--- config.mk ---
export PLATFORM = sky130hd
export DESIGN_NAME = crm_ctrl
export DESIGN_NICKNAME = d
export VERILOG_FILES = /design/src/hdl/crm_pkg.sv /design/src/hdl/crm_ctrl.sv
export SDC_FILE = /design/constraint.sdc
export NUM_CORES = 1
export LEC_CHECK = 0
export BUFFER_PORTS_ARGS = -buffer_cell sky130_fd_sc_hd__buf_2
export CORE_UTILIZATION = 47
export CTS_CLUSTER_SIZE = 14
export DETAILED_ROUTE_END_ITERATION = 16
export PLACE_DENSITY = 0.88
export SYNTH_ARGS = -nofsm -noshare
export SYNTH_HDL_FRONTEND = slang
export SYNTH_SLANG_ARGS = --single-unit
--- constraint.sdc ---
create_clock -name clk_i -period 5.3 [get_ports clk_i]
set_clock_uncertainty 0.15 [all_clocks]
set_input_delay 0.265 -clock clk_i [delete_from_list [all_inputs] [get_ports clk_i]]
set_output_delay 0.265 -clock clk_i [all_outputs]
set_load 0.01 [all_outputs]
--- src/hdl/crm_pkg.sv ---
`default_nettype none

package crm_pkg;

  localparam int MAX_CONDITIONS = 32;
  localparam int NUM_FEATURES   = 256;

  localparam int COND_AW = (MAX_CONDITIONS > 1) ? $clog2(MAX_CONDITIONS) : 1;
  localparam int FEAT_AW = (NUM_FEATURES > 1) ? $clog2(NUM_FEATURES) : 1;
  localparam int CNT_W   = $clog2(MAX_CONDITIONS + 1);

  localparam int KIND_W  = 3;
  localparam int FIDX_W  = 8;
  localparam int SLOT_W  = 5;
  localparam int VALUE_W = 32;
  localparam int CCNT_W  = 6;
  localparam int COND_W  = KIND_W + FIDX_W + VALUE_W;

  localparam logic [1:0] CMD_COND = 2'd0;
  localparam logic [1:0] CMD_FEAT = 2'd1;
  localparam logic [1:0] CMD_EVAL = 2'd2;

  localparam logic [KIND_W-1:0] KIND_NUM_LE = 3'd0;
  localparam logic [KIND_W-1:0] KIND_NUM_GT = 3'd1;
  localparam logic [KIND_W-1:0] KIND_ORD_LE = 3'd2;
  localparam logic [KIND_W-1:0] KIND_ORD_GT = 3'd3;
  localparam logic [KIND_W-1:0] KIND_NOM_EQ = 3'd4;
  localparam logic [KIND_W-1:0] KIND_NOM_NE = 3'd5;

  localparam logic REG_COUNT  = 1'b0;
  localparam logic REG_SPARSE = 1'b1;

  typedef struct packed {
    logic               cond_we;
    logic               feat_we;
    logic               walk_start;
    logic [COND_AW-1:0] cond_raddr;
    logic               s1_valid;
    logic               s2_valid;
    logic               clear_present;
    logic               out_load;
  } crm_cmd_t;

  typedef struct packed {
    logic out_free;
  } crm_status_t;

  // Integer part of a Q16.16 value, rounded toward zero.
  function automatic logic signed [15:0] trunc_int(input logic signed [VALUE_W-1:0] q);
    logic adj;
    adj = q[VALUE_W-1] && (q[15:0] != 16'd0);
    return signed'(q[VALUE_W-1:16] + {15'd0, adj});
  endfunction

  function automatic logic cond_holds(input logic [KIND_W-1:0] k,
                                      input logic signed [VALUE_W-1:0] f,
                                      input logic signed [VALUE_W-1:0] t);
    logic signed [15:0] fi;
    logic signed [15:0] ti;
    logic               res;
    fi = trunc_int(f);
    ti = trunc_int(t);
    case (k)
      KIND_NUM_LE: res = (f <= t);
      KIND_NUM_GT: res = (f > t);
      KIND_ORD_LE: res = (fi <= ti);
      KIND_ORD_GT: res = (fi > ti);
      KIND_NOM_EQ: res = (fi == ti);
      KIND_NOM_NE: res = (fi != ti);
      default:     res = 1'b1;
    endcase
    return res;
  endfunction

endpackage

`default_nettype wire

--- src/hdl/crm_ctrl.sv ---
`default_nettype none

module crm_ctrl (
  input  wire logic                          clk_i,
  input  wire logic                          rst_ni,
  input  wire logic                          in_valid_i,
  output logic                               in_stall_o,
  input  wire logic [1:0]                    cmd_i,
  input  wire logic [crm_pkg::CCNT_W-1:0]    count_i,
  input  wire crm_pkg::crm_status_t          status_i,
  output crm_pkg::crm_cmd_t                  cmd_o
);

  localparam logic [1:0] ST_IDLE = 2'd0;
  localparam logic [1:0] ST_WALK = 2'd1;
  localparam logic [1:0] ST_HOLD = 2'd2;

  logic [1:0]                  state_q;
  logic [1:0]                  state_d;
  logic [crm_pkg::CNT_W-1:0]   issue_q;
  logic [crm_pkg::CNT_W-1:0]   issue_d;
  logic                        v1_q;
  logic                        v2_q;
  logic [crm_pkg::CNT_W-1:0]   num;
  logic                        accept;
  logic                        start;
  logic                        issue;
  logic                        walk_done;

  assign num = (32'(count_i) > crm_pkg::MAX_CONDITIONS) ?
               crm_pkg::CNT_W'(crm_pkg::MAX_CONDITIONS) : crm_pkg::CNT_W'(count_i);

  assign in_stall_o = (state_q != ST_IDLE);
  assign accept     = in_valid_i && !in_stall_o;
  assign start      = accept && (cmd_i == crm_pkg::CMD_EVAL);
  assign issue      = (state_q == ST_WALK) && (issue_q < num);
  assign walk_done  = (state_q == ST_WALK) && (issue_q == num) && !v1_q && !v2_q;

  always_comb begin
    state_d = state_q;
    issue_d = issue_q;
    case (state_q)
      ST_IDLE: begin
        if (start) begin
          state_d = ST_WALK;
          issue_d = '0;
        end
      end
      ST_WALK: begin
        if (issue) begin
          issue_d = issue_q + 1'b1;
        end
        if (walk_done) begin
          state_d = status_i.out_free ? ST_IDLE : ST_HOLD;
        end
      end
      ST_HOLD: begin
        if (status_i.out_free) begin
          state_d = ST_IDLE;
        end
      end
      default: begin
        state_d = ST_IDLE;
      end
    endcase
  end

  always_ff @(posedge clk_i or negedge rst_ni) begin
    if (!rst_ni) begin
      state_q <= ST_IDLE;
      issue_q <= '0;
      v1_q    <= 1'b0;
      v2_q    <= 1'b0;
    end else begin
      state_q <= state_d;
      issue_q <= issue_d;
      v1_q    <= issue;
      v2_q    <= v1_q;
    end
  end

  always_comb begin
    cmd_o               = '0;
    cmd_o.cond_we       = accept && (cmd_i == crm_pkg::CMD_COND);
    cmd_o.feat_we       = accept && (cmd_i == crm_pkg::CMD_FEAT);
    cmd_o.walk_start    = start;
    cmd_o.cond_raddr    = issue_q[crm_pkg::COND_AW-1:0];
    cmd_o.s1_valid      = v1_q;
    cmd_o.s2_valid      = v2_q;
    cmd_o.clear_present = walk_done;
    cmd_o.out_load      = (walk_done || (state_q == ST_HOLD)) && status_i.out_free;
  end

  a_issue_bounded: assert property (@(posedge clk_i) disable iff (!rst_ni)
    (state_q == ST_WALK) |-> (issue_q <= num))
    else $error("Condition walk ran past the table length.");

  a_load_when_free: assert property (@(posedge clk_i) disable iff (!rst_ni)
    cmd_o.out_load |-> status_i.out_free)
    else $error("Result loaded while the output register still holds a transfer.");

  a_start_walks: assert property (@(posedge clk_i) disable iff (!rst_ni)
    start |=> (state_q == ST_WALK) && (issue_q == '0))
    else $error("Evaluate transfer did not start a walk.");

  a_clear_drained: assert property (@(posedge clk_i) disable iff (!rst_ni)
    cmd_o.clear_present |-> !v1_q && !v2_q && (issue_q == num))
    else $error("Present marks cleared before the walk drained.");

endmodule

`default_nettype wire

==> results of run 1 <==
[layout make-up]
| type | instances | area [um2] |
|---|---|---|
| Multi-Input combinational cell | 52 | 377 |
| Clock buffer | 4 | 36.3 |
| Fill cell | 126 | 518 |
| Timing Repair Buffer | 26 | 140 |
| Inverter | 7 | 26.3 |
| Tap cell | 15 | 18.8 |
| Sequential cell | 10 | 250 |
[metal layers]
metal  global-route usage (%)  up-vias
li1                         -      311
met4                     9.68        0
met3                     4.89        2
met1                     20.8      285
met5                        0        -
met2                     34.0       17
[critical path: stages, from the launching register on]
cell                      delay, ns
sky130_fd_sc_hd__dfrtp_1       0.44
sky130_fd_sc_hd__ha_1          0.32
sky130_fd_sc_hd__nand4_1       0.12
sky130_fd_sc_hd__nor4_1        0.42
sky130_fd_sc_hd__a21oi_1       0.12
sky130_fd_sc_hd__nor2b_1       0.12
sky130_fd_sc_hd__buf_2         0.14
[placed cells by master (no fill, tap or decap), types with 2 or more instances in the layout]
master	Yosys	routed
sky130_fd_sc_hd__buf_2	0	24
sky130_fd_sc_hd__nand2_1	12	12
sky130_fd_sc_hd__dfrtp_1	10	10
sky130_fd_sc_hd__inv_1	7	7
sky130_fd_sc_hd__ha_1	7	7
sky130_fd_sc_hd__mux2i_1	5	5
sky130_fd_sc_hd__a21oi_1	4	4
sky130_fd_sc_hd__nor2_1	3	3
sky130_fd_sc_hd__clkbuf_4	0	3
sky130_fd_sc_hd__nor3_1	2	2
sky130_fd_sc_hd__nor2b_1	2	2
sky130_fd_sc_hd__o2111ai_1	2	2
sky130_fd_sc_hd__nor4b_1	2	2
sky130_fd_sc_hd__dlygate4sd3_1	0	2
[kinds of logic (layout without fill, tap and decap cells)]
kind of cell | count (synthesis) | count (layout) | synth area share (%)
fa+ha+maj | 7 | 7 | 12.2
buf+inv | 16 | 37 | 13.0
simple gates | 31 | 31 | 23.8
mux | 5 | 5 | 6.94
compound gates | 9 | 9 | 9.38
flops | 10 | 10 | 34.7
[state kept, by name, indices dropped and copies added, names as in the netlist]
name and count:
state_q 2, v2_q 1, v1_q 1, issue_q 6
[through the flow]
step | hold slack (ns) | instances | setup slack (ns) | total power, mW
4_1_cts | 0.237 | 114 | 2.95 | 0.424
6_report | 0.235 | 114 | 2.95 | 0.420
2_1_floorplan | -0.181 | 78 | 3.39 | 0.323
5_1_grt | 0.261 | 114 | 2.80 | 0.461
3_3_place_gp | -0.0153 | 108 | 3.17 | 0.342
3_5_place_dp | -0.0140 | 108 | 3.14 | 0.353
[worst min path at each step]
stage / to / cells past startpoint / slack [ns] / startpoint
floorplan: issue_q[0] / 0 / -0.18 / rst_ni
global placement: state_q[1] / 1 / -0.02 / rst_ni
detailed placement: state_q[1] / 1 / -0.01 / rst_ni
CTS: issue_q[1] / 2 / 0.24 / rst_ni
global route: state_q[1] / 2 / 0.26 / rst_ni
finish: issue_q[1] / 2 / 0.23 / rst_ni
[power by group]
| group | internal (mW) | total, mW | switching, mW | leakage (nW) |
|---|---|---|---|---|
| logic | 0.0961 | 0.204 | 0.108 | 0.317 |
| registers | 0.110 | 0.147 | 0.0376 | 0.118 |
| clock network | 0.0417 | 0.0686 | 0.0269 | 0.0210 |
==> impl_table.tex, run 1 <==
\begin{tabular}{lr}
\hline
Metric & Value \\
\hline
\multicolumn{2}{l}{\textbf{Setup path}} \\
\quad Crit-path max FO & 6 \\
\quad Number of cells on the worst reg-to-reg path & 5 \\
\quad Worst setup EP type & primary output \\
\quad Reg-to-Reg End & issue\_q[1] \\
\quad Startpoint Class & flip-flop \\
\quad End of the critical path & cmd\_o[0] \\
\quad Register-to-Register Setup Slack & 3.27 ns \\
\quad Required time worst endpoint & 4.89 ns \\
\quad Critical path start-end classification & reg2out \\
\quad CP Data Arrival Time & 1.94 ns \\
\quad Critical R2R Launch & issue\_q[3] \\
\quad Launch point of the worst path & issue\_q[3] \\
\multicolumn{2}{l}{\textbf{STA}} \\
\quad Total negative setup slack & 0 ns \\
\quad Transition time at the pin with the least slew margin & 0.455 ns \\
\quad Period utilisation layout & 44.4\% \\
\quad Max-slew violations & 0 \\
\quad Setup violation total in the final timing report & 0 \\
\quad Post-layout min period & 2.35 ns \\
\quad Headroom to the max-slew limit & 69.4\% \\
\quad Unrepaired setup endpoints after global routing & false \\
\quad Highest clock frequency the design can meet & 425 MHz \\
\quad Final count of hold timing violations & 0 \\
\multicolumn{2}{l}{\textbf{Logic synthesis}} \\
\quad Most common cell in the synthesized netlist & sky130\_fd\_sc\_hd\_\_nand2\_1 \\
\quad Number of synthesized register bits & 10 \\
\quad Post-synthesis cell type with the largest combined area & sky130\_fd\_sc\_hd\_\_dfrtp\_1 \\
\quad Share of synthesized flip-flops with an asynchronous set or reset & 100\% \\
\quad Yosys Warn Count & 0 \\
\quad Proportion of synthesized chip area in sequential cells & 34.7\% \\
\quad Number of distinct library cell variants in the gate-level netlist after synthesis & 25 \\
\quad Number of enable flip-flop cells after synthesis & 0 \\
\quad Ys flop type & sky130\_fd\_sc\_hd\_\_dfrtp\_1 \\
\quad Mapped Area & 721 um2 \\
\quad Most instantiated cells after synthesis & sky130\_fd\_sc\_hd\_\_nand2\_1, sky130\_fd\_sc\_hd\_\_dfrtp\_1, sky130\_fd\_sc\_hd\_\_buf\_4 \\
\quad Mean instance size in the synthesized netlist & 9.24 um2 \\
\quad Biggest area contributors in the synthesized netlist & sky130\_fd\_sc\_hd\_\_dfrtp\_1, sky130\_fd\_sc\_hd\_\_ha\_1, sky130\_fd\_sc\_hd\_\_buf\_4, sky130\_fd\_sc\_hd\_\_mux2i\_1, sky130\_fd\_sc\_hd\_\_nand2\_1 \\
\quad Synthesized instance count & 78 \\
\quad Total nets after synthesis & 97 \\
\quad Fraction of post-synthesis cell area in the top cell type by area & 34.7\% \\
\multicolumn{2}{l}{\textbf{Floorplanning}} \\
\quad Die Span X & 41.2 um \\
\quad Area of the core & 1370 um2 \\
\quad Area of the die & 1690 um2 \\
\quad Height of the die & 41.2 um \\
\quad Starting density of the core & 52.7\% \\
\quad Count of boundary I/O pins & 25 \\
\quad Count of standard-cell rows & 13 \\
\multicolumn{2}{l}{\textbf{Drt}} \\
\quad Routed length on met1 & 609 um \\
\quad Number of search-and-repair iterations in the first detailed-routing pass & 4 \\
\quad Via density per instance & 5.39 \\
\quad Total via count after detailed routing & 615 \\
\quad Sum of routed wire length over all layers & 1360 um \\
\quad Violation count after the first detailed-route iteration & 16 \\
\quad Avg WL per Cell & 11.9 um \\
\quad ANT nets after route & 0 \\
\quad Top layer used by detailed routing & met4 \\
\quad Sum of met2 wire segment lengths after detailed routing & 659 um \\
\quad Met3 routed wirelength & 73 um \\
\quad Number of DRC violations after detailed routing & 0 \\
\multicolumn{2}{l}{\textbf{Power}} \\
\quad Total power density per cell area & 495 nW/um2 \\
\quad Leak pwr & 0.456 nW \\
\quad Max IR drop VDD & 0.265 mV \\
\multicolumn{2}{l}{\textbf{Hold path}} \\
\quad Hold/Removal Path Class & in2async \\
\multicolumn{2}{l}{\textbf{Global routing}} \\
\quad Number of global-route vias before repair & 498 \\
\quad Global-route wire length before repair & 2060 um \\
\quad Residual overflow from global routing & 0 \\
\quad Total routing usage reported by global routing & 19.2\% \\
\quad Antenna violations before repair & 0 \\
\quad Pin count of the biggest net entering global routing & 11 \\
\multicolumn{2}{l}{\textbf{Place}} \\
\quad Port Buffer Count & 24 \\
\quad Gpl congestion & 0.789 \\
\quad Instance area at placement & 792 um2 \\
\quad Half-perimeter wire length of the detailed placement result & 1090 um \\
\multicolumn{2}{l}{\textbf{Clock tree}} \\
\quad CTS Hold Bufs & 2 \\
\quad Latest clock arrival within the worst-skew pair & 0.26 ns \\
\quad CTS Root Buffer Type & sky130\_fd\_sc\_hd\_\_clkbuf\_4 \\
\quad Total clock buffers created by CTS & 3 \\
\quad H-Tree Depth & 1 \\
\quad Number of buffers on the longest clock path & 2 \\
\quad CTS resizes & 0 \\
\quad TritonCTS clock tree & done \\
\quad Clk slew on worst S/H paths & 0.07 ns \\
\quad Buffer count from post-CTS setup fixing & 0 \\
\quad CTS sink cnt & 10 \\
\multicolumn{2}{l}{\textbf{Final layout}} \\
\quad Share of layout cells above drive strength 1 & 31.3\% \\
\quad Antenna diode instance count & 0 \\
\quad Total non-filler cell area in the finished layout & 848 um2 \\
\quad Utilization after layout & 62.1\% \\
\quad Synth-to-Final Area Change & 17.7\% \\
\quad Number of nets in the final layout & 119 \\
\multicolumn{2}{l}{\textbf{Flow run}} \\
\quad Number of violations of the max-capacitance limit & 0 \\
\multicolumn{2}{l}{\textbf{Status}} \\
\quad Result of the run & finished, final reports clean \\
\hline
\end{tabular}
Power figures use the tool's default switching activity.
==> run 2, diff against run 1 <==
ABC_AREA = 1   (was default)
PLACE_DENSITY = 0.86   (was 0.88)
clock period = 2.2 ns   (was 5.3 ns; I/O delays follow)
==> run 2 against run 1 <==
Sequential share of layout area decreased by 3.6 points. Non-clock buffer count unchanged. Sequential cell count unchanged. Sequential power increased by 110%. Clock power increased to 2.6 times the previous value. Final cell count increased by 32%. Via count increased by 28%. Cell area increased by 14%. Global-route usage increased by 0.60 points. Worst hold slack got worse by 0.17 ns. Area after synthesis increased by 16%. Combinational power increased by 120%. Critical endpoint unchanged.
==> impl_table.tex, run 2 <==
\begin{tabular}{lr}
\hline
Metric & Value \\
\hline
\multicolumn{2}{l}{\textbf{Floorplanning}} \\
\quad Count of boundary I/O pins & 25 \\
\quad Starting density of the core & 53.0\% \\
\quad Area of the core & 1580 um2 \\
\quad Die Span X & 44.2 um \\
\quad Height of the die & 44.2 um \\
\quad Area of the die & 1950 um2 \\
\quad Count of standard-cell rows & 14 \\
\multicolumn{2}{l}{\textbf{Logic synthesis}} \\
\quad Ys flop type & sky130\_fd\_sc\_hd\_\_dfrtp\_1 \\
\quad Fraction of post-synthesis cell area in the top cell type by area & 29.9\% \\
\quad Number of synthesized register bits & 10 \\
\quad Synthesized instance count & 114 \\
\quad Most common cell in the synthesized netlist & sky130\_fd\_sc\_hd\_\_nand2\_1 \\
\quad Number of distinct library cell variants in the gate-level netlist after synthesis & 23 \\
\quad Yosys Warn Count & 0 \\
\quad Biggest area contributors in the synthesized netlist & sky130\_fd\_sc\_hd\_\_dfrtp\_1, sky130\_fd\_sc\_hd\_\_nand2\_1, sky130\_fd\_sc\_hd\_\_ha\_1, sky130\_fd\_sc\_hd\_\_buf\_4, sky130\_fd\_sc\_hd\_\_inv\_1 \\
\quad Mapped Area & 836 um2 \\
\quad Mean instance size in the synthesized netlist & 7.33 um2 \\
\quad Total nets after synthesis & 133 \\
\quad Proportion of synthesized chip area in sequential cells & 29.9\% \\
\quad Post-synthesis cell type with the largest combined area & sky130\_fd\_sc\_hd\_\_dfrtp\_1 \\
\quad Number of enable flip-flop cells after synthesis & 0 \\
\quad Share of synthesized flip-flops with an asynchronous set or reset & 100\% \\
\quad Most instantiated cells after synthesis & sky130\_fd\_sc\_hd\_\_nand2\_1, sky130\_fd\_sc\_hd\_\_inv\_1, sky130\_fd\_sc\_hd\_\_dfrtp\_1 \\
\multicolumn{2}{l}{\textbf{Drt}} \\
\quad Violation count after the first detailed-route iteration & 19 \\
\quad Avg WL per Cell & 12.0 um \\
\quad Via density per instance & 5.21 \\
\quad Total via count after detailed routing & 787 \\
\quad Number of DRC violations after detailed routing & 0 \\
\quad ANT nets after route & 0 \\
\quad Number of search-and-repair iterations in the first detailed-routing pass & 6 \\
\quad Sum of routed wire length over all layers & 1810 um \\
\multicolumn{2}{l}{\textbf{Flow run}} \\
\quad Number of violations of the max-capacitance limit & 0 \\
\multicolumn{2}{l}{\textbf{STA}} \\
\quad Max-slew violations & 0 \\
\quad Transition time at the pin with the least slew margin & 0.263 ns \\
\quad Unrepaired setup endpoints after global routing & false \\
\quad Post-layout min period & 1.96 ns \\
\quad Period utilisation layout & 88.9\% \\
\quad Highest clock frequency the design can meet & 511 MHz \\
\quad Minimum hold slack & 0.0690 ns \\
\quad Total negative setup slack & 0 ns \\
\quad Final count of hold timing violations & 0 \\
\quad Headroom to the max-slew limit & 82.5\% \\
\quad Setup violation total in the final timing report & 0 \\
\quad Final critical-path setup slack & 0.244 ns \\
\multicolumn{2}{l}{\textbf{Setup path}} \\
\quad Register-to-Register Setup Slack & 0.52 ns \\
\quad Startpoint Class & flip-flop \\
\quad Critical R2R Launch & issue\_q[4] \\
\quad Critical path start-end classification & reg2out \\
\quad Required time worst endpoint & 1.94 ns \\
\quad Critical path's slowest cell & sky130\_fd\_sc\_hd\_\_dfrtp\_1 \\
\quad Reg-to-Reg End & issue\_q[5] \\
\quad CP Data Arrival Time & 1.70 ns \\
\quad Largest stage delay on the critical path & 0.46 ns \\
\quad Number of cells on the worst reg-to-reg path & 8 \\
\quad Launch point of the worst path & issue\_q[4] \\
\quad Worst setup EP type & primary output \\
\quad Cells along the critical path & ha\_1 > nand2\_1 > nor2\_1 > nand4\_1 > a21boi\_1 > buf\_2 \\
\quad Crit-path max FO & 6 \\
\multicolumn{2}{l}{\textbf{Final layout}} \\
\quad Utilization after layout & 61.2\% \\
\quad Commonest non-fill, non-tap cells in the layout & sky130\_fd\_sc\_hd\_\_nand2\_1, sky130\_fd\_sc\_hd\_\_buf\_2, sky130\_fd\_sc\_hd\_\_inv\_1 \\
\quad Register area & 250 um2 \\
\quad Area occupied by multi-input gates & 450 um2 \\
\quad Biggest register & issue\_q \\
\quad Number of nets in the final layout & 155 \\
\quad Flip-flop count of the largest register, all copies and words added & 6 \\
\quad Registers with the most flip-flops & issue\_q: 6 flops, state\_q: 2 flops \\
\quad Antenna diode instance count & 0 \\
\quad Share of layout cells above drive strength 1 & 30.4\% \\
\quad Most common library cell in the layout ignoring fill and taps & sky130\_fd\_sc\_hd\_\_nand2\_1 \\
\quad Number of fill cells & 143 \\
\quad Synth-to-Final Area Change & 15.4\% \\
\multicolumn{2}{l}{\textbf{Place}} \\
\quad Gpl congestion & 0.872 \\
\quad Port Buffer Count & 24 \\
\quad Worst slack, placed & 0.340 ns \\
\quad Half-perimeter wire length of the detailed placement result & 1430 um \\
\multicolumn{2}{l}{\textbf{Clock tree}} \\
\quad CTS Root Buffer Type & sky130\_fd\_sc\_hd\_\_clkbuf\_4 \\
\quad Buffer count from post-CTS setup fixing & 0 \\
\quad CTS Hold Bufs & 2 \\
\quad CTS resizes & 0 \\
\quad Latest clock arrival within the worst-skew pair & 0.27 ns \\
\quad Number of buffers on the longest clock path & 2 \\
\quad TritonCTS clock tree & done \\
\quad Clk slew on worst S/H paths & 0.07 ns \\
\quad Total clock buffers created by CTS & 3 \\
\quad H-Tree Depth & 1 \\
\quad CTS sink cnt & 10 \\
\multicolumn{2}{l}{\textbf{Global routing}} \\
\quad Number of global-route vias before repair & 664 \\
\quad Antenna violations before repair & 0 \\
\quad Global-route wire length before repair & 2750 um \\
\quad Residual overflow from global routing & 0 \\
\quad Total routing usage reported by global routing & 19.8\% \\
\quad Pin count of the biggest net entering global routing & 11 \\
\multicolumn{2}{l}{\textbf{Hold path}} \\
\quad Hold/Removal Path Class & in2async \\
\multicolumn{2}{l}{\textbf{Status}} \\
\quad Result of the run & finished, final reports clean \\
\multicolumn{2}{l}{\textbf{Power}} \\
\quad Max IR drop VDD & 0.614 mV \\
\quad Leak pwr & 0.566 nW \\
\quad Total power density per cell area & 975 nW/um2 \\
\hline
\end{tabular}
[run 2: cell count changes after synthesis, sizes merged, moves of 2 or more]
cell	previous run	this run
a21oi	4	1
inv	7	18
mux2i	5	0
nand2	12	35
nand2b	2	0
nand3	0	11
nor2	3	12
nor2b	2	0
nor4b	2	0
o2111ai	2	0
[run 2: routing by layer]
metal,wire (um),GRT usage [%],vias up,part of all wire [%]
li1,-,-,390,-
met1,761,24.3,359,42
met2,907,33.5,30,50
met3,90,3.67,8,5.0
met4,51,9.09,0,2.8
met5,0,0,-,0
[run 2: area by class of cell]
type / instances / area share (%)
clock buffer: 4 / 3.76
tap: 16 / 2.08
inverter: 18 / 7.00
sequential: 10 / 25.9
multi-input combinational: 77 / 46.7
timing repair buffer: 26 / 14.5
[run 2: how the worst max path moves through the flow]
| stage | cells past startpoint | slack, ns | endpoint |
|---|---|---|---|
| after floorplan | 12 | 0.63 | issue_q[5] |
| after global placement | 11 | 0.43 | cmd_o[0] |
| after detailed placement | 13 | 0.34 | issue_q[5] |
| after CTS | 6 | 0.24 | cmd_o[0] |
| after global routing | 6 | 0.17 | cmd_o[0] |
| final | 6 | 0.24 | cmd_o[0] |
[run 2: logic make-up after synthesis]
| kind of cell | Yosys count | share of synthesized area [%] |
|---|---|---|
| xor+xnor | 2 | 2.10 |
| flops | 10 | 29.9 |
| simple gates | 63 | 37.7 |
| compound gates | 5 | 3.59 |
| buf+inv | 27 | 16.2 |
| fa+ha+maj | 7 | 10.5 |
[run 2: stage by stage]
stage	area, um2	power, mW	std cells
2_1_floorplan	836	0.692	114
3_3_place_gp	908	0.753	145
3_5_place_dp	908	0.769	145
4_1_cts	965	0.949	151
5_1_grt	965	1.02	151
6_report	965	0.940	151
[run 2: power breakdown]
| part | total, mW | internal [mW] | leakage (nW) | switching [mW] |
|---|---|---|---|---|
| logic | 0.457 | 0.178 | 0.420 | 0.279 |
| clock network | 0.175 | 0.101 | 0.0210 | 0.0740 |
| registers | 0.309 | 0.242 | 0.125 | 0.0667 |
| total | 0.940 | 0.520 | 0.566 | 0.420 |
[run 2: critical path, delay by kind of cell, from the launching register on]
| family | cells | cell delay, ns |
|---|---|---|
| buffers and inverters | 1 | 0.15 |
| adders and majority gates | 1 | 0.33 |
| and+or+nand+nor | 3 | 0.33 |
| DFF | 1 | 0.46 |
| AOI/OAI and AO/OA | 1 | 0.15 |
